`config.mk`:
```
export PLATFORM = sky130hd
export DESIGN_NAME = stream_buffer_pool_manager
export DESIGN_NICKNAME = d
export VERILOG_FILES = /design/src/sv/sbpm_pkg.sv /design/src/sv/sbpm_ctrl.sv /design/src/sv/sbpm_datapath.sv /design/src/sv/stream_buffer_pool_manager.sv
export SDC_FILE = /design/constraint.sdc
export NUM_CORES = 1
export LEC_CHECK = 0
export BUFFER_PORTS_ARGS = -buffer_cell sky130_fd_sc_hd__clkbuf_2
export CAP_MARGIN = 20
export CORE_MARGIN = 5
export CORE_UTILIZATION = 50
export CTS_CLUSTER_SIZE = 24
export DETAILED_ROUTE_END_ITERATION = 10
export PLACE_DENSITY = 0.66
export SLEW_MARGIN = 20
export SYNTH_ARGS = -nofsm -noshare
export SYNTH_HDL_FRONTEND = slang
export SYNTH_HIERARCHICAL = 1
export SYNTH_SLANG_ARGS = --single-unit
```
`constraint.sdc`:
```
create_clock -name aclk -period 6.5 [get_ports aclk]
set_input_delay 0.325 -clock aclk [delete_from_list [all_inputs] [get_ports aclk]]
set_output_delay 0.325 -clock aclk [all_outputs]
set_load 0.02 [all_outputs]
```
`src/sv/sbpm_pkg.sv`:
```
`default_nettype none
// ----------------------------------------------------------------------------
// sbpm_pkg
// Shared constants, codes and types for the stream buffer pool manager.
// ----------------------------------------------------------------------------
package sbpm_pkg;

    // default pool shape
    localparam int DEF_BUFFER_COUNT = 4;
    localparam int DEF_BUFFER_BYTES = 512 * 1024;

    // fixed field widths
    localparam int REQ_W     = 2;
    localparam int BYTES_W   = 20;
    localparam int ACT_W     = 2;
    localparam int OUT_IDX_W = 2;
    localparam int OUT_CNT_W = 3;

    localparam int S_TDATA_W = 24;
    localparam int S_TUSER_W = REQ_W;
    localparam int M_TDATA_W = 56;
    localparam int M_FIELD_W = ACT_W + 2 * OUT_IDX_W + 2 * BYTES_W + 1 + 2 * OUT_CNT_W + 1;

    // request kinds
    localparam logic [REQ_W-1:0] REQ_FILL   = 2'd0;
    localparam logic [REQ_W-1:0] REQ_PAUSED = 2'd1;
    localparam logic [REQ_W-1:0] REQ_READ   = 2'd2;

    // download actions
    localparam logic [ACT_W-1:0] ACT_NONE   = 2'd0;
    localparam logic [ACT_W-1:0] ACT_REBIND = 2'd1;
    localparam logic [ACT_W-1:0] ACT_PAUSE  = 2'd2;
    localparam logic [ACT_W-1:0] ACT_RESUME = 2'd3;

    typedef enum logic {
        ST_IDLE,
        ST_EXEC
    } sbpm_state_t;

    typedef struct packed {
        logic load;     // capture request beat
        logic commit;   // apply request, load result register
    } sbpm_cmd_t;

    typedef struct packed {
        logic out_busy; // result register holds a beat that is not taken
    } sbpm_status_t;

endpackage
`default_nettype wire

```
`src/sv/sbpm_ctrl.sv`:
```
`default_nettype none
// ----------------------------------------------------------------------------
// sbpm_ctrl
// Two-state sequencer: latch a request, then commit it once the result
// register can take a new beat.
// ----------------------------------------------------------------------------
module sbpm_ctrl
    import sbpm_pkg::*;
(
    input  wire logic   aclk,
    input  wire logic   aresetn,
    input  wire logic   s_tvalid,
    output logic        s_tready,
    input  sbpm_status_t status,
    output sbpm_cmd_t   cmd
);

    sbpm_state_t state_reg, state_next;

    always_ff @(posedge aclk) begin
        if (!aresetn) begin
            state_reg <= ST_IDLE;
        end else begin
            state_reg <= state_next;
        end
    end

    always_comb begin
        state_next = state_reg;
        s_tready   = 1'b0;
        cmd        = '0;
        case (state_reg)
            ST_IDLE: begin
                s_tready = 1'b1;
                if (s_tvalid) begin
                    cmd.load   = 1'b1;
                    state_next = ST_EXEC;
                end
            end
            ST_EXEC: begin
                if (!status.out_busy) begin
                    cmd.commit = 1'b1;
                    state_next = ST_IDLE;
                end
            end
            default: begin
                state_next = ST_IDLE;
            end
        endcase
    end

endmodule
`default_nettype wire

```
`src/sv/sbpm_datapath.sv`:
```
`default_nettype none
// ----------------------------------------------------------------------------
// sbpm_datapath
// Free and full index queues, download/read bookkeeping, grant arithmetic
// and the result register.
// ----------------------------------------------------------------------------
module sbpm_datapath
    import sbpm_pkg::*;
#(
    parameter int BUFFER_COUNT = DEF_BUFFER_COUNT,
    parameter int BUFFER_BYTES = DEF_BUFFER_BYTES
) (
    input  wire logic              aclk,
    input  wire logic              aresetn,
    input  sbpm_cmd_t              cmd,
    output sbpm_status_t           status,
    input  wire logic [REQ_W-1:0]   req_type,
    input  wire logic [BYTES_W-1:0] want_bytes,
    input  wire logic              m_tready,
    output logic                   m_tvalid,
    output logic [M_TDATA_W-1:0]   m_tdata
);

    localparam int SLOT_COUNT = BUFFER_COUNT + 1;
    localparam int IDX_W      = $clog2(BUFFER_COUNT);
    localparam int PTR_W      = $clog2(SLOT_COUNT);
    localparam int CNT_W      = $clog2(BUFFER_COUNT + 1);
    localparam int POS_W      = $clog2(BUFFER_BYTES + 1);
    localparam int CMP_W      = (POS_W > BYTES_W) ? POS_W : BYTES_W;

    localparam logic [PTR_W-1:0] LAST_PTR  = PTR_W'(SLOT_COUNT - 1);
    localparam logic [CNT_W-1:0] CNT_FULL  = CNT_W'(BUFFER_COUNT);
    localparam logic [CNT_W-1:0] CNT_ALMOST = CNT_W'(BUFFER_COUNT - 1);
    localparam logic [CMP_W-1:0] BYTES_CMP = CMP_W'(BUFFER_BYTES);
    localparam logic [POS_W-1:0] BYTES_POS = POS_W'(BUFFER_BYTES);

    function automatic logic [PTR_W-1:0] ptr_inc(input logic [PTR_W-1:0] p);
        return (p == LAST_PTR) ? '0 : p + PTR_W'(1);
    endfunction

    // queue state
    logic [IDX_W-1:0] free_slots_reg [SLOT_COUNT];
    logic [IDX_W-1:0] full_slots_reg [SLOT_COUNT];
    logic [PTR_W-1:0] free_head_reg, free_head_next, free_tail_reg, free_tail_next;
    logic [PTR_W-1:0] full_head_reg, full_head_next, full_tail_reg, full_tail_next;
    logic [CNT_W-1:0] free_cnt_reg, free_cnt_next, full_cnt_reg, full_cnt_next;

    // download / reader state
    logic [IDX_W-1:0] dl_idx_reg, dl_idx_next;
    logic             rd_open_reg, rd_open_next;
    logic [IDX_W-1:0] rd_idx_reg, rd_idx_next;
    logic [POS_W-1:0] rd_pos_reg, rd_pos_next;

    // request and result registers
    logic [REQ_W-1:0]   req_type_reg;
    logic [BYTES_W-1:0] wanted_reg;
    logic               m_tvalid_reg;
    logic [M_TDATA_W-1:0] m_tdata_reg, m_tdata_next;

    // step decision
    logic             free_push, full_push;
    logic [IDX_W-1:0] rd_idx_sel;
    logic [POS_W-1:0] rd_pos_sel;
    logic [CMP_W-1:0] avail, wanted_ext, grant;
    logic             use_up;
    logic [ACT_W-1:0] act;
    logic [IDX_W-1:0] rbuf;
    logic [POS_W-1:0] roff;
    logic [CMP_W-1:0] ncopy;
    logic             released, err;

    always_ff @(posedge aclk) begin
        if (cmd.load) begin
            req_type_reg <= req_type;
            wanted_reg   <= want_bytes;
        end
    end

    always_comb begin
        rd_idx_sel = rd_open_reg ? rd_idx_reg : full_slots_reg[full_tail_reg];
        rd_pos_sel = rd_open_reg ? rd_pos_reg : '0;
        avail      = BYTES_CMP - CMP_W'(rd_pos_sel);
        wanted_ext = CMP_W'(wanted_reg);
        use_up     = (wanted_ext >= avail);
        grant      = use_up ? avail : wanted_ext;
    end

    always_comb begin
        free_head_next = free_head_reg;
        free_tail_next = free_tail_reg;
        free_cnt_next  = free_cnt_reg;
        full_head_next = full_head_reg;
        full_tail_next = full_tail_reg;
        full_cnt_next  = full_cnt_reg;
        dl_idx_next    = dl_idx_reg;
        rd_open_next   = rd_open_reg;
        rd_idx_next    = rd_idx_reg;
        rd_pos_next    = rd_pos_reg;
        free_push      = 1'b0;
        full_push      = 1'b0;
        act            = ACT_NONE;
        rbuf           = '0;
        roff           = '0;
        ncopy          = '0;
        released       = 1'b0;
        err            = 1'b0;
        case (req_type_reg)
            REQ_FILL: begin
                if (full_cnt_reg == CNT_FULL) begin
                    err = 1'b1;
                end else begin
                    full_push      = 1'b1;
                    full_head_next = ptr_inc(full_head_reg);
                    full_cnt_next  = full_cnt_reg + CNT_W'(1);
                    if (full_cnt_reg == CNT_ALMOST || free_cnt_reg == '0) begin
                        act = ACT_PAUSE;
                    end else begin
                        dl_idx_next    = free_slots_reg[free_tail_reg];
                        free_tail_next = ptr_inc(free_tail_reg);
                        free_cnt_next  = free_cnt_reg - CNT_W'(1);
                        act            = ACT_REBIND;
                    end
                end
            end
            REQ_PAUSED: begin
                if (free_cnt_reg != '0) begin
                    dl_idx_next    = free_slots_reg[free_tail_reg];
                    free_tail_next = ptr_inc(free_tail_reg);
                    free_cnt_next  = free_cnt_reg - CNT_W'(1);
                    act            = ACT_RESUME;
                end
            end
            REQ_READ: begin
                if (!rd_open_reg && full_cnt_reg == '0) begin
                    err = 1'b1;
                end else if (use_up && free_cnt_reg == CNT_FULL) begin
                    // release would overflow the free queue
                    err = 1'b1;
                end else begin
                    if (!rd_open_reg) begin
                        full_tail_next = ptr_inc(full_tail_reg);
                        full_cnt_next  = full_cnt_reg - CNT_W'(1);
                    end
                    rbuf  = rd_idx_sel;
                    roff  = rd_pos_sel;
                    ncopy = grant;
                    if (use_up) begin
                        free_push      = 1'b1;
                        free_head_next = ptr_inc(free_head_reg);
                        free_cnt_next  = free_cnt_reg + CNT_W'(1);
                        released       = 1'b1;
                        rd_open_next   = 1'b0;
                        rd_idx_next    = '0;
                        rd_pos_next    = '0;
                    end else begin
                        rd_open_next = 1'b1;
                        rd_idx_next  = rd_idx_sel;
                        rd_pos_next  = rd_pos_sel + POS_W'(grant);
                    end
                end
            end
            default: begin
            end
        endcase
    end

    // result beat, fields from bit 0 up
    always_comb begin
        m_tdata_next = '0;
        m_tdata_next[M_FIELD_W-1:0] = {
            err,
            OUT_CNT_W'(free_cnt_next),
            OUT_CNT_W'(full_cnt_next),
            released,
            BYTES_W'(ncopy),
            BYTES_W'(roff),
            OUT_IDX_W'(rbuf),
            OUT_IDX_W'(dl_idx_next),
            act
        };
    end

    always_ff @(posedge aclk) begin
        if (!aresetn) begin
            for (int i = 0; i < SLOT_COUNT; i++) begin
                free_slots_reg[i] <= (i < BUFFER_COUNT) ? IDX_W'(i) : '0;
            end
            // buffer 0 already handed to the download
            free_head_reg <= PTR_W'(BUFFER_COUNT);
            free_tail_reg <= PTR_W'(1);
            free_cnt_reg  <= CNT_ALMOST;
            full_head_reg <= '0;
            full_tail_reg <= '0;
            full_cnt_reg  <= '0;
            dl_idx_reg    <= '0;
            rd_open_reg   <= 1'b0;
            rd_idx_reg    <= '0;
            rd_pos_reg    <= '0;
        end else if (cmd.commit) begin
            if (free_push) begin
                free_slots_reg[free_head_reg] <= rd_idx_sel;
            end
            free_head_reg <= free_head_next;
            free_tail_reg <= free_tail_next;
            free_cnt_reg  <= free_cnt_next;
            full_head_reg <= full_head_next;
            full_tail_reg <= full_tail_next;
            full_cnt_reg  <= full_cnt_next;
            dl_idx_reg    <= dl_idx_next;
            rd_open_reg   <= rd_open_next;
            rd_idx_reg    <= rd_idx_next;
            rd_pos_reg    <= rd_pos_next;
        end
    end

    always_ff @(posedge aclk) begin
        if (cmd.commit && full_push) begin
            full_slots_reg[full_head_reg] <= dl_idx_reg;
        end
    end

    always_ff @(posedge aclk) begin
        if (!aresetn) begin
            m_tvalid_reg <= 1'b0;
        end else if (cmd.commit) begin
            m_tvalid_reg <= 1'b1;
        end else if (m_tready) begin
            m_tvalid_reg <= 1'b0;
        end
    end

    always_ff @(posedge aclk) begin
        if (cmd.commit) begin
            m_tdata_reg <= m_tdata_next;
        end
    end

    assign m_tvalid        = m_tvalid_reg;
    assign m_tdata         = m_tdata_reg;
    assign status.out_busy = m_tvalid_reg && !m_tready;

`ifndef SYNTH
    a_cnt_range: assert property (@(posedge aclk) disable iff (!aresetn)
        (free_cnt_reg <= CNT_FULL) && (full_cnt_reg <= CNT_FULL))
        else $error("queue count out of range");

    a_err_no_change: assert property (@(posedge aclk) disable iff (!aresetn)
        cmd.commit && err |=> (free_cnt_reg == $past(free_cnt_reg))
            && (full_cnt_reg == $past(full_cnt_reg))
            && (dl_idx_reg == $past(dl_idx_reg))
            && (rd_open_reg == $past(rd_open_reg)))
        else $error("errored step changed state");

    a_closed_pos: assert property (@(posedge aclk) disable iff (!aresetn)
        !rd_open_reg |-> (rd_pos_reg == '0))
        else $error("read position set with no open buffer");

    a_open_pos: assert property (@(posedge aclk) disable iff (!aresetn)
        rd_open_reg |-> (rd_pos_reg < BYTES_POS))
        else $error("open buffer already used up");
`endif

endmodule
`default_nettype wire

```
`src/sv/stream_buffer_pool_manager.sv`:
```
`default_nettype none
// ----------------------------------------------------------------------------
// stream_buffer_pool_manager
// Recycles a fixed pool of stream buffers between a downloader and a reader
// through free and full index queues.
// ----------------------------------------------------------------------------
//  channel  | dir | tdata                      | tuser
//  s_       | in  | want_bytes                 | req_type
//  m_       | out | action, buffers, grant,    | -
//           |     | counts, error              |
//
//  Each event first registers the request beat, then updates the queues and
//  loads the result register.
//  A new request is taken while the previous result waits on m_tready; its
//  update step stalls only until that result is taken.
//  After reset the free queue holds buffers 1..N-1 and the download owns
//  buffer 0; no clearing pass is needed.
// ----------------------------------------------------------------------------
module stream_buffer_pool_manager
    import sbpm_pkg::*;
#(
    parameter int BUFFER_COUNT = DEF_BUFFER_COUNT,
    parameter int BUFFER_BYTES = DEF_BUFFER_BYTES
) (
    input  wire logic                 aclk,
    input  wire logic                 aresetn,
    input  wire logic                 s_tvalid,
    output logic                      s_tready,
    input  wire logic [S_TDATA_W-1:0] s_tdata,  // [19:0] want_bytes
    input  wire logic [S_TUSER_W-1:0] s_tuser,  // [1:0] req_type
    output logic                      m_tvalid,
    input  wire logic                 m_tready,
    // [1:0] download_action, [3:2] download_buffer, [5:4] read_buffer,
    // [25:6] read_offset, [45:26] copy_bytes, [46] buffer_released,
    // [49:47] full_count, [52:50] free_count, [53] queue_error
    output logic [M_TDATA_W-1:0]      m_tdata
);

    sbpm_cmd_t    cmd;
    sbpm_status_t status;

    sbpm_ctrl u_ctrl (
        .aclk     (aclk),
        .aresetn  (aresetn),
        .s_tvalid (s_tvalid),
        .s_tready (s_tready),
        .status   (status),
        .cmd      (cmd)
    );

    sbpm_datapath #(
        .BUFFER_COUNT (BUFFER_COUNT),
        .BUFFER_BYTES (BUFFER_BYTES)
    ) u_datapath (
        .aclk         (aclk),
        .aresetn      (aresetn),
        .cmd          (cmd),
        .status       (status),
        .req_type     (s_tuser),
        .want_bytes   (s_tdata[BYTES_W-1:0]),
        .m_tready     (m_tready),
        .m_tvalid     (m_tvalid),
        .m_tdata      (m_tdata)
    );

endmodule
`default_nettype wire

```
==> parameters.txt, run 1 <==
Parameter                              Value

Run status
  Run status    finished, final reports clean

Yosys
  Share of synthesized area occupied by flip-flops and latches    approximately half
  Count of warnings emitted by yosys    6
  Syn_area_per_cell    ~10 um^2
  Ranking of synthesized cells by area    edfxtp_1 36%, dfxtp_1 12%, ha_1 8.1%
  Cell with the most instances after synthesis    edfxtp_1
  Mapped Area    8460 um^2
  Top cells by count, synth    102 x edfxtp_1, 82 x nand2_1, 77 x nor2_1
  Post-synth top flop    edfxtp_1
  Number of enable-type register cells in the synthesized netlist    102
  Proportion of synthesized flip-flops having asynchronous set or reset    0%
  Area share of the largest cell type after synthesis    between 30% and 40%
  Yosys top cell by area    edfxtp_1
  Count of mapped cells out of synthesis    838
  Number of different library cells in the post-synthesis netlist    78
  Post-synthesis register bit count    ~150

Routing
  Overall via count from detail_route    approximately 6,400
  Number of nets with antenna violations after detailed routing    0
  Drt via density    between 5 and 6
  Count of TritonRoute iterations in the first routing pass    5
  Wire length per cell    16.6 um
  Routed Wire Length    roughly 19,000 um
  Initial drt markers    between 400 and 500
  DR DRC count    0

Critical path
  CP bufs+invs    3
  Crit start category    flip-flop
  Crit-path max FO    14
  Crit. Startpoint    u_datapath/rd_open_reg
  Endpoint class of the critical path    flip-flop
  Highest cell delay on the worst timing path    roughly 0.44 ns
  Critical path data required time    6.80 ns
  Crit path DAT    roughly 6.2 ns
  Top delay family on crit path    compound AO/OA/AOI/OAI gates
  Setup slack of the most critical reg-to-reg path    about 0.64 ns
  Reg-to-Reg Start    u_datapath/rd_open_reg
  Critical-path cell list    nand2_1 > ha_1 > o21ai_0 > a21oi_1 > nand2_1 > a22oi_1 > inv_1 > ha_1 > and4_1 > o211ai_1 > o21ai_4 > buf_4 > mux2i_1 > inv_1 > ha_1 > a211oi_1 > o21ai_0 > nand3_1 > nand2_1 > o221ai_1 > mux2i_1 > o211ai_1
  Worst path slowest cell    o21ai_4
  Category of the critical setup timing path    reg2reg

Place
  Number of placed instances, taps included    1,113
  Port-buffer cells    slightly above 80
  Half-perimeter wire length of the detailed placement result    13,700 um
  Final GP Congestion    approximately 0.9

STA
  Transition at the pin with the smallest max-transition slack    about 0.95 ns
  Setup TNS    0 ns
  Setup violators final    0
  Slew Limit Fails    0
  Worst max-slew margin expressed relative to the limit    36.4%
  Min Clock Period, post-route    5.86 ns
  Final Hold Fails    0
  Part of the cycle the worst path needs    90.2%
  Unrepaired setup endpoints after global routing    false
  Clock Skews    0.00869 ns
  Final Hold Slack    about 0.073 ns
  F_max    171 MHz

Layout
  P&R area growth vs syn    14.4%
  Filler cell count    1,469
  Antenna diode instance count    0
  Number of nets in the finished design    a little over 1,000
  Number of flip-flops under the largest register name    between 50 and 60
  Share of post-route cells with drive strength above 1    18.1%
  Post-route insts no fill    approximately 1,200

Global route
  Number of global-route vias before repair    about 6,200
  Maximum number of pins on one net before global-route repair    64
  Global-route usage over all layers    20.0%
  Wire length of the first global-routing pass    around 32,000 um
  Overall overflow remaining after global route    0
  Initial antenna violation count    0

Die
  Floorplan die area    between 15,000 and 20,000 um^2
  Core Region    16,600 um^2
  Horizontal die dimension    140 um
  Vertical die dimension    approximately 140 um
  Starting density of the core    between 50 and 60%
  Num ports    between 80 and 90
  Std-Cell Rows    47

Min path
  Launch point of the worst hold path    s_tdata[14]
  Hold Crit Class    in2reg

Clocking
  Longest Clk Path Bufs    2
  Number of CTS-inserted buffers    17
  Maximum level of the CTS H-tree    4
  TritonCTS clock tree    yes
  Number of sinks handled by clock tree synthesis    about 150
  Clock latency of the later-clocked register in the worst-skew pair    0.42 ns
  Cell at the root of the clock tree    clkbuf_16
  Clk slew on worst S/H paths    roughly 0.060 ns

Power and ir drop
  Worst-case vdd ir drop    approximately 200 uV
  Sw Ratio    between 20 and 25%
  Switching power total    0.000528 W
  Leakage dissipation    around 4.0 nW
  Share of total power in combinational logic    9.7%
  Power Internal    around 0.0018 W
  Part of the total power dissipated in the clock network    42.7%
  Power per Cell Area    approximately 240 nW/um^2
  Sequential Power Share    between 40 and 50%

Flow run
  Max-capacitance violation count    0
## per-layer routing
metal | up-vias | wire length (um) | track usage (%) | share of wire (%)
met3 | 17 | 930 | 4.26 | 4.8
met4 | 0 | 216 | 5.20 | 1.1
met5 | - | 0 | 0 | 0
met1 | 3004 | 8930 | 27.2 | 47
met2 | 155 | 9100 | 32.6 | 47
li1 | 3204 | - | - | -
## placed cells by master (no fill, tap or decap), drive strengths merged, types with 7 or more instances in the layout
cell type    n
a211oi       8
a21o        12
a21oi       58
and2        29
and3        10
buf         16
clkbuf     104
dfxtp       51
edfxtp     102
ha          55
inv         56
mux2        15
mux2i        9
nand2       83
nand2b       7
nand3       31
nor2        79
nor3        23
nor4        11
o211ai       8
o21ai       43
o31ai        8
or3          9
xnor2       14
xor2        10
## worst reg2reg max path: stages (launching register included)
cell	delay, ns
dfxtp_1	0.41
nand2_1	0.23
ha_1	0.28
o21ai_0	0.24
a21oi_1	0.43
nand2_1	0.10
a22oi_1	0.24
inv_1	0.08
ha_1	0.29
and4_1	0.28
o211ai_1	0.21
o21ai_4	0.44
buf_4	0.20
mux2i_1	0.36
inv_1	0.08
ha_1	0.29
a211oi_1	0.30
o21ai_0	0.27
nand3_1	0.22
nand2_1	0.09
o221ai_1	0.34
mux2i_1	0.24
o211ai_1	0.10
## logic make-up after synthesis
group / Yosys count / synth area share [%]
simple gates: 306 / 17.8
xor+xnor: 24 / 2.48
buf+inv: 90 / 4.67
fa+ha+maj: 56 / 8.37
other cells: 1 / 0.0443
mux: 30 / 4.66
flops: 153 / 48.2
compound gates: 178 / 13.8
## stage by stage
| step | utilization [%] | total power, W | setup slack, ns | cell area (um^2) |
|---|---|---|---|---|
| global route | 58.4 | 0.00238 | 0.0950 | 9680 |
| global placement | 54.5 | 0.00132 | 0.807 | 9030 |
| CTS | 58.0 | 0.00231 | 0.660 | 9620 |
| floorplan | - | 0.00126 | 1.51 | 8470 |
| finish | 58.4 | 0.00229 | 0.638 | 9680 |
| detailed placement | 54.5 | 0.00132 | 0.702 | 9030 |
## power by group through the flow
stage                     Sequential [W]  Combinational (W)  Clock (W)
after floorplan                  0.00112           0.000142          0
after global placement           0.00111           0.000212          0
after detailed placement         0.00111           0.000214          0
after CTS                        0.00109           0.000215    0.00100
after global routing             0.00109           0.000245    0.00104
final                            0.00109           0.000223   0.000979
## path summary, 6_finish.rpt
path / endpoint / cells after the start
worst max-delay path: u_datapath/rd_pos_reg[19] / 22
worst min-delay path: u_datapath/wanted_ext[14] / 1
worst max register to register: u_datapath/rd_pos_reg[19] / 22
worst min register to register: u_datapath/rd_idx_reg[0] / 2
## repair_timing
| action | 4_1_cts | 5_1_grt |
|---|---|---|
| setup buffers | 0 | 9 |
| gates resized for setup | 0 | 0 |
| hold buffers | 0 | 0 |
| setup endpoints to repair | 0 | 1 |
## layout make-up
type                            instances  area (um^2)  area share, %
Sequential cell                       153         4080           42.2
Multi-Input combinational cell        596         4010           41.4
Timing Repair Buffer                   97          526           5.43
Inverter                               56          210           2.17
Clock buffer                           23          458           4.73
Tap cell                              220          275           2.84
Clock inverter                          9          124           1.28
(Power assumes the default switching activity.)
==> inputs of run 2 (changes only) <==
--- a/config.mk
+++ b/config.mk
@@ -5,6 +5,7 @@
 export SDC_FILE = /design/constraint.sdc
 export NUM_CORES = 1
 export LEC_CHECK = 0
+export ABC_CLOCK_PERIOD_IN_PS = 6500
 export BUFFER_PORTS_ARGS = -buffer_cell sky130_fd_sc_hd__clkbuf_2
 export CAP_MARGIN = 20
 export CORE_MARGIN = 5
@@ -12,6 +13,7 @@
 export CTS_CLUSTER_SIZE = 24
 export DETAILED_ROUTE_END_ITERATION = 10
 export PLACE_DENSITY = 0.66
+export RECOVER_POWER = 50
 export SLEW_MARGIN = 20
 export SYNTH_ARGS = -nofsm -noshare
 export SYNTH_HDL_FRONTEND = slang
==> run 2 against run 1 <==
  * The run now ends with capacitance limit, slew limit left
  * Total power barely moved
  * Sequential cell count is the same
  * Critical path depth unchanged
  * Critical endpoint unchanged
  * Global-route usage unchanged
  * First-iteration DRC count rose by 12%
==> parameters.txt, run 2 (synthesis results as in run 1) <==
Parameter                              Value

Global route
  Global-route usage over all layers    roughly a fifth
  Maximum number of pins on one net before global-route repair    64
  Number of global-route vias before repair    just over 6,000
  Overall overflow remaining after global route    0
  Wire length of the first global-routing pass    approximately 32,000 um
  Initial antenna violation count    0

Clocking
  TritonCTS clock tree    yes
  Longest Clk Path Bufs    2
  Cell at the root of the clock tree    clkbuf_16
  Clock latency of the later-clocked register in the worst-skew pair    around 0.42 ns
  Number of buffers inserted for hold repair after clock tree synthesis    0
  Post-CTS Setup Inserts    0
  Post-cts repair resize count    0
  Clk slew on worst S/H paths    roughly 0.060 ns
  Number of CTS-inserted buffers    17
  Maximum level of the CTS H-tree    4
  Number of sinks handled by clock tree synthesis    between 150 and 200

Power and ir drop
  Leakage dissipation    around 3.8 nW
  Worst-case vdd ir drop    slightly below 200 uV
  Power Internal    approximately 0.0018 W
  Sequential Power Share    a little under half
  Share of total power in combinational logic    9.6%
  Power per Cell Area    between 200 and 250 nW/um^2
  Switching power total    0.000530 W
  Part of the total power dissipated in the clock network    roughly 43%
  Sw Ratio    between 20% and 30%

Critical path
  Setup slack of the most critical reg-to-reg path    roughly 0.63 ns
  Reg-to-Reg Start    u_datapath/rd_open_reg
  Endpoint class of the critical path    flip-flop
  Critical path data required time    approximately 6.8 ns
  Critical-path cell list    nand2_1 > ha_1 > o21ai_0 > a21oi_1 > nand2_1 > a22oi_1 > inv_1 > ha_1 > and4_1 > o211ai_1 > o21ai_4 > buf_4 > mux2i_1 > inv_1 > ha_1 > a211oi_1 > o21ai_0 > nand3_1 > nand2_1 > o221ai_1 > mux2i_1 > o211ai_1
  CP bufs+invs    3
  Crit start category    flip-flop
  Top delay family on crit path    compound AO/OA/AOI/OAI gates
  Category of the critical setup timing path    reg2reg
  Highest cell delay on the worst timing path    between 0.4 and 0.5 ns
  Count of cells along the worst register-to-register path    22
  Number of cells on the critical path    22
  Worst setup path endpoint    u_datapath/rd_pos_reg[19]
  Crit-path max FO    14
  Worst path slowest cell    o21ai_4
  Crit. Startpoint    u_datapath/rd_open_reg
  Crit path DAT    just over 6 ns
  Destination of the worst register-to-register timing path    u_datapath/rd_pos_reg[19]

STA
  Unrepaired setup endpoints after global routing    false
  Part of the cycle the worst path needs    90.3%
  F_max    170 MHz
  Transition at the pin with the smallest max-transition slack    roughly 3.5 ns
  Final Hold Fails    0
  Min Clock Period, post-route    approximately 6 ns
  Setup TNS    0 ns
  Clock Skews    0.0105 ns
  Setup violators final    0
  Worst max-slew margin expressed relative to the limit    -132%
  Slew Limit Fails    88

Run status
  Run status    finished, violations left
  Failing checks    capacitance limit, slew limit

Layout
  Share of post-route cells with drive strength above 1    approximately an eighth
  Footprint of the flip-flops and latches    4080 um^2
  Most common cell after layout, fill and taps aside    edfxtp_1
  P&R area growth vs syn    13.5%
  Antenna diode instance count    0
  Number of flip-flops under the largest register name    54
  Most frequent cells in the layout    102 x edfxtp_1, 82 x nand2_1, 76 x nor2_1
  Post-layout instance area    roughly 9600 um^2
  Footprint of the multi-input gates    4010 um^2
  Number of nets in the finished design    roughly 1,000
  Filler cell count    about 1,500

Place
  Final GP Congestion    just under 0.9
  Port-buffer cells    81
  Half-perimeter wire length of the detailed placement result    about 14,000 um
  Instance area after placement    9030 um^2

Routing
  Wire length per cell    16.6 um
  Overall via count from detail_route    roughly 6,400
  Routed Wire Length    ~19,000 um
  Initial drt markers    roughly 500
  Number of nets with antenna violations after detailed routing    0
  Drt via density    between 5 and 6
  DR DRC count    0
  Count of TritonRoute iterations in the first routing pass    5

Min path
  Hold Crit Class    in2reg

Die
  Vertical die dimension    between 100 and 150 um
  Horizontal die dimension    140 um
  Core Region    ~17,000 um^2
  Std-Cell Rows    47
  Floorplan die area    slightly below 20,000 um^2
  Num ports    between 80 and 90
  Starting density of the core    just over 50%

Flow run
  Max-capacitance violation count    2
[run 2: cell types whose count changed in the layout (fill, tap and decap cells not counted), sizes merged]
cell	previous run	this run
clkbuf	104	106
buf	16	14
[run 2: worst reg2reg max path, cell delays in order, from the launching register on]
cell and delay, ns:
dfxtp_1 0.41, nand2_1 0.23, ha_1 0.28, o21ai_0 0.24, a21oi_1 0.43, nand2_1 0.10
a22oi_1 0.24, inv_1 0.08, ha_1 0.29, and4_1 0.28, o211ai_1 0.21, o21ai_4 0.44
buf_4 0.20, mux2i_1 0.35, inv_1 0.08, ha_1 0.29, a211oi_1 0.30, o21ai_0 0.27
nand3_1 0.22, nand2_1 0.09, o221ai_1 0.34, mux2i_1 0.24, o211ai_1 0.10
[run 2: power by group through the flow]
stage          Combinational, W  Clock, W  Sequential [W]
3_5_place_dp           0.000214         0         0.00111
5_1_grt                0.000241   0.00104         0.00109
6_report               0.000219  0.000981         0.00109
4_1_cts                0.000215   0.00100         0.00109
2_1_floorplan          0.000142         0         0.00112
3_3_place_gp           0.000212         0         0.00111
[run 2: cell type report]
| class | count | share of cell area, % |
|---|---|---|
| tap | 220 | 2.87 |
| clock buffer | 23 | 4.77 |
| multi-input combinational | 596 | 41.7 |
| timing repair buffer | 97 | 4.65 |
| clock inverter | 9 | 1.29 |
| sequential | 153 | 42.5 |
| inverter | 56 | 2.19 |
[run 2: worst min path at each step]
| stage | from | to | slack, ns | cells past startpoint |
|---|---|---|---|---|
| 4_1_cts | s_tdata[14] | u_datapath/wanted_ext[14] | 0.05 | 1 |
| 3_3_place_gp | u_datapath/rd_idx_reg[0] | u_datapath/rd_idx_reg[0] | 0.44 | 2 |
| 3_5_place_dp | u_datapath/rd_idx_reg[0] | u_datapath/rd_idx_reg[0] | 0.45 | 2 |
| 6_report | s_tdata[14] | u_datapath/wanted_ext[14] | 0.07 | 1 |
| 5_1_grt | s_tdata[14] | u_datapath/wanted_ext[14] | 0.05 | 1 |
| 2_1_floorplan | s_tuser[0] | u_datapath/req_type_reg[0] | 0.42 | 0 |
[run 2: metal layers]
layer	part of all wire [%]	global-route usage, %	vias to the layer above
met5	0	0	-
met4	1.1	5.20	0
met3	4.7	4.26	16
met2	47	32.6	158
met1	47	27.2	3020
li1	-	-	3205
[run 2: metrics by stage]
stage	power (W)	instances	util, %	hold slack, ns	worst slack (ns)
floorplan	0.00126	839	-	0.424	1.51
global placement	0.00132	1113	54.5	0.440	0.807
detailed placement	0.00132	1113	54.5	0.446	0.702
CTS	0.00231	1145	58.0	0.0509	0.660
global route	0.00238	1154	57.9	0.0474	0.0950
finish	0.00229	1154	57.9	0.0719	0.629
==> inputs of run 3 (changes only) <==
--- a/config.mk
+++ b/config.mk
@@ -8,11 +8,13 @@
 export ABC_CLOCK_PERIOD_IN_PS = 6500
 export BUFFER_PORTS_ARGS = -buffer_cell sky130_fd_sc_hd__clkbuf_2
 export CAP_MARGIN = 20
+export CELL_PAD_IN_SITES_DETAIL_PLACEMENT = 1
+export CELL_PAD_IN_SITES_GLOBAL_PLACEMENT = 1
 export CORE_MARGIN = 5
-export CORE_UTILIZATION = 50
+export CORE_UTILIZATION = 47
 export CTS_CLUSTER_SIZE = 24
 export DETAILED_ROUTE_END_ITERATION = 10
-export PLACE_DENSITY = 0.66
+export PLACE_DENSITY = 0.78
 export RECOVER_POWER = 50
 export SLEW_MARGIN = 20
 export SYNTH_ARGS = -nofsm -noshare
==> run 3 against run 2 <==
  * The run still ends with capacitance limit, slew limit left
  * Register-to-register slack worse by 0.03 ns
  * Clock power is 2% lower
  * Cell count is 0.35% higher
  * Routed wire length grew 20%
  * Critical endpoint is now u_datapath/rd_pos_reg[16]
  * Largest cell class unchanged
  * Highest routed layer unchanged
==> parameters.txt, run 3 (synthesis results as in run 1) <==
Parameter                              Value

Die
  Vertical die dimension    144 um
  Core Region    between 15,000 and 20,000 um^2
  Std-Cell Rows    49
  Starting density of the core    47.4%
  Floorplan die area    roughly 21,000 um^2
  Num ports    between 80 and 90
  Horizontal die dimension    roughly 140 um

STA
  Unrepaired setup endpoints after global routing    false
  Setup TNS    0 ns
  Clock Skews    0.0158 ns
  F_max    169 MHz
  Setup violators final    0
  Min Clock Period, post-route    approximately 5.9 ns
  Transition at the pin with the smallest max-transition slack    roughly 3.7 ns
  Part of the cycle the worst path needs    between 90% and 100%
  Final Hold Fails    0
  Final Hold Slack    between 0.06 and 0.07 ns
  Worst max-slew margin expressed relative to the limit    -147%
  Slew Limit Fails    between 80 and 90

Global route
  Wire length of the first global-routing pass    around 37,000 um
  Overall overflow remaining after global route    0
  M3 GR Usage    4.43%
  Met1 demand-to-capacity share in global routing    just under 30%
  Met2 Resource Use GR    39.8%
  Number of global-route vias before repair    around 7,100
  Initial antenna violation count    0
  Maximum number of pins on one net before global-route repair    65
  Global-route usage over all layers    22.7%
  GRT busiest layer    met2

Critical path
  Number of cells on the critical path    23
  CP bufs+invs    2
  Worst path slowest cell    o21ai_4
  Top delay family on crit path    compound AO/OA/AOI/OAI gates
  Crit-path max FO    15
  Critical-path cell list    nand2_1 > ha_1 > o21ai_0 > a21oi_1 > nand2_1 > a22oi_1 > inv_1 > ha_1 > and4_1 > o211ai_1 > o21ai_4 > nand2_1 > o21ai_0 > ha_1 > inv_1 > fa_1 > nand2b_1 > a21oi_1 > o21ai_0 > a211oi_2 > o21ai_0 > xor2_1 > o31ai_1
  Crit start category    flip-flop
  Critical path data required time    6.83 ns
  Count of cells along the worst register-to-register path    23
  Endpoint class of the critical path    flip-flop
  Highest cell delay on the worst timing path    0.48 ns
  Category of the critical setup timing path    reg2reg
  Crit path DAT    ~6.2 ns
  Most frequent cell on the critical path    o21ai_0

Layout
  Share of post-route cells with drive strength above 1    a little under an eighth
  Antenna diode instance count    0
  Post-route insts no fill    1,158
  Most common cell after layout, fill and taps aside    edfxtp_1
  Number of nets in the finished design    about 1,000
  Filler cell count    2,056
  Most frequent cells in the layout    102 x edfxtp_1, 82 x nand2_1, 76 x nor2_1
  P&R area growth vs syn    13.1%
  Number of flip-flops under the largest register name    54

Clocking
  Clock latency of the later-clocked register in the worst-skew pair    between 0.4 and 0.5 ns
  Number of sinks handled by clock tree synthesis    approximately 150
  Post-cts repair resize count    0
  Clk slew on worst S/H paths    approximately 0.07 ns
  Number of CTS-inserted buffers    17
  Maximum level of the CTS H-tree    4
  Post-CTS Setup Inserts    0
  Cell at the root of the clock tree    clkbuf_16
  Longest Clk Path Bufs    2
  TritonCTS clock tree    yes
  Number of buffers inserted for hold repair after clock tree synthesis    0

Power and ir drop
  Power Total    about 0.0023 W
  Worst-case vdd ir drop    around 180 uV
  Leakage dissipation    around 3.8 nW
  Power per Cell Area    238 nW/um^2

Min path
  Hold Crit Class    in2reg
  Hold path cells    1

Routing
  Number of nets with antenna violations after detailed routing    0
  DR DRC count    0
  Drt via density    a little under 6
  Wire length per cell    19.8 um
  Overall via count from detail_route    about 6,700
  Routed Wire Length    approximately 23,000 um
  Initial drt markers    between 300 and 400
  Count of TritonRoute iterations in the first routing pass    8

Run status
  Failing checks    capacitance limit, slew limit
  Run status    finished, violations left

Place
  Port-buffer cells    slightly above 80
  Half-perimeter wire length of the detailed placement result    about 16,000 um
  Final GP Congestion    0.835
  Number of placed instances, taps included    approximately 1,100

Flow run
  Max-capacitance violation count    2
run 3: cell count changes in the layout (fill, tap and decap cells not counted), sizes merged:
cell / change
clkinvlp: -1
buf: -5
clkbuf: -2
clkinv: -1
inv: +7
bufinv: -3
run 3: metal layers:
metal / part of all wire, % / vias up
met2: 50 / 149
met1: 45 / 3315
met3: 4.3 / 19
met5: 0 / -
li1: - / 3188
met4: 1.1 / 0
run 3: per-stage QoR:
| step | setup WS (ns) | area [um^2] | utilization (%) |
|---|---|---|---|
| 4_1_cts | 0.652 | 9650 | 54.1 |
| 2_1_floorplan | 1.51 | 8470 | - |
| 5_1_grt | 0.0667 | 9580 | 53.7 |
| 3_5_place_dp | 0.787 | 9070 | 50.9 |
| 6_report | 0.594 | 9580 | 53.7 |
| 3_3_place_gp | 0.961 | 9070 | 50.9 |
run 3: worst paths after layout:
| check | startpoint | endpoint | slack, ns |
|---|---|---|---|
| setup reg to reg | u_datapath/rd_open_reg | u_datapath/rd_pos_reg[16] | 0.59 |
| hold reg to reg | u_datapath/rd_idx_reg[0] | u_datapath/rd_idx_reg[0] | 0.47 |
| hold / removal | s_tdata[19] | u_datapath/wanted_ext[19] | 0.07 |
| setup / recovery | u_datapath/rd_open_reg | u_datapath/rd_pos_reg[16] | 0.59 |
run 3: area by class of cell:
type | instances | area [um^2] | area share, %
Inverter | 56 | 210 | 2.20
Multi-Input combinational cell | 596 | 4010 | 41.8
Clock inverter | 11 | 97.6 | 1.02
Clock buffer | 21 | 482 | 5.03
Tap cell | 229 | 287 | 2.99
Timing Repair Buffer | 92 | 409 | 4.27
Sequential cell | 153 | 4080 | 42.6
run 3: worst reg2reg max path, stage by stage (launching register included):
cell      delay, ns
dfxtp_1        0.38
nand2_1        0.16
ha_1           0.29
o21ai_0        0.29
a21oi_1        0.47
nand2_1        0.10
a22oi_1        0.27
inv_1          0.08
ha_1           0.29
and4_1         0.28
o211ai_1       0.20
o21ai_4        0.48
nand2_1        0.12
o21ai_0        0.15
ha_1           0.26
inv_1          0.07
fa_1           0.39
nand2b_1       0.18
a21oi_1        0.22
o21ai_0        0.22
a211oi_2       0.37
o21ai_0        0.17
xor2_1         0.17
o31ai_1        0.23
run 3: where the power goes:
group          leakage, nW  total [W]  switching [W]  internal, W
clock                0.285   0.000965       0.000421     0.000544
sequential            1.38    0.00109      0.0000204      0.00107
combinational         2.11   0.000222       0.000148    0.0000745
total                 3.77    0.00228       0.000590      0.00169
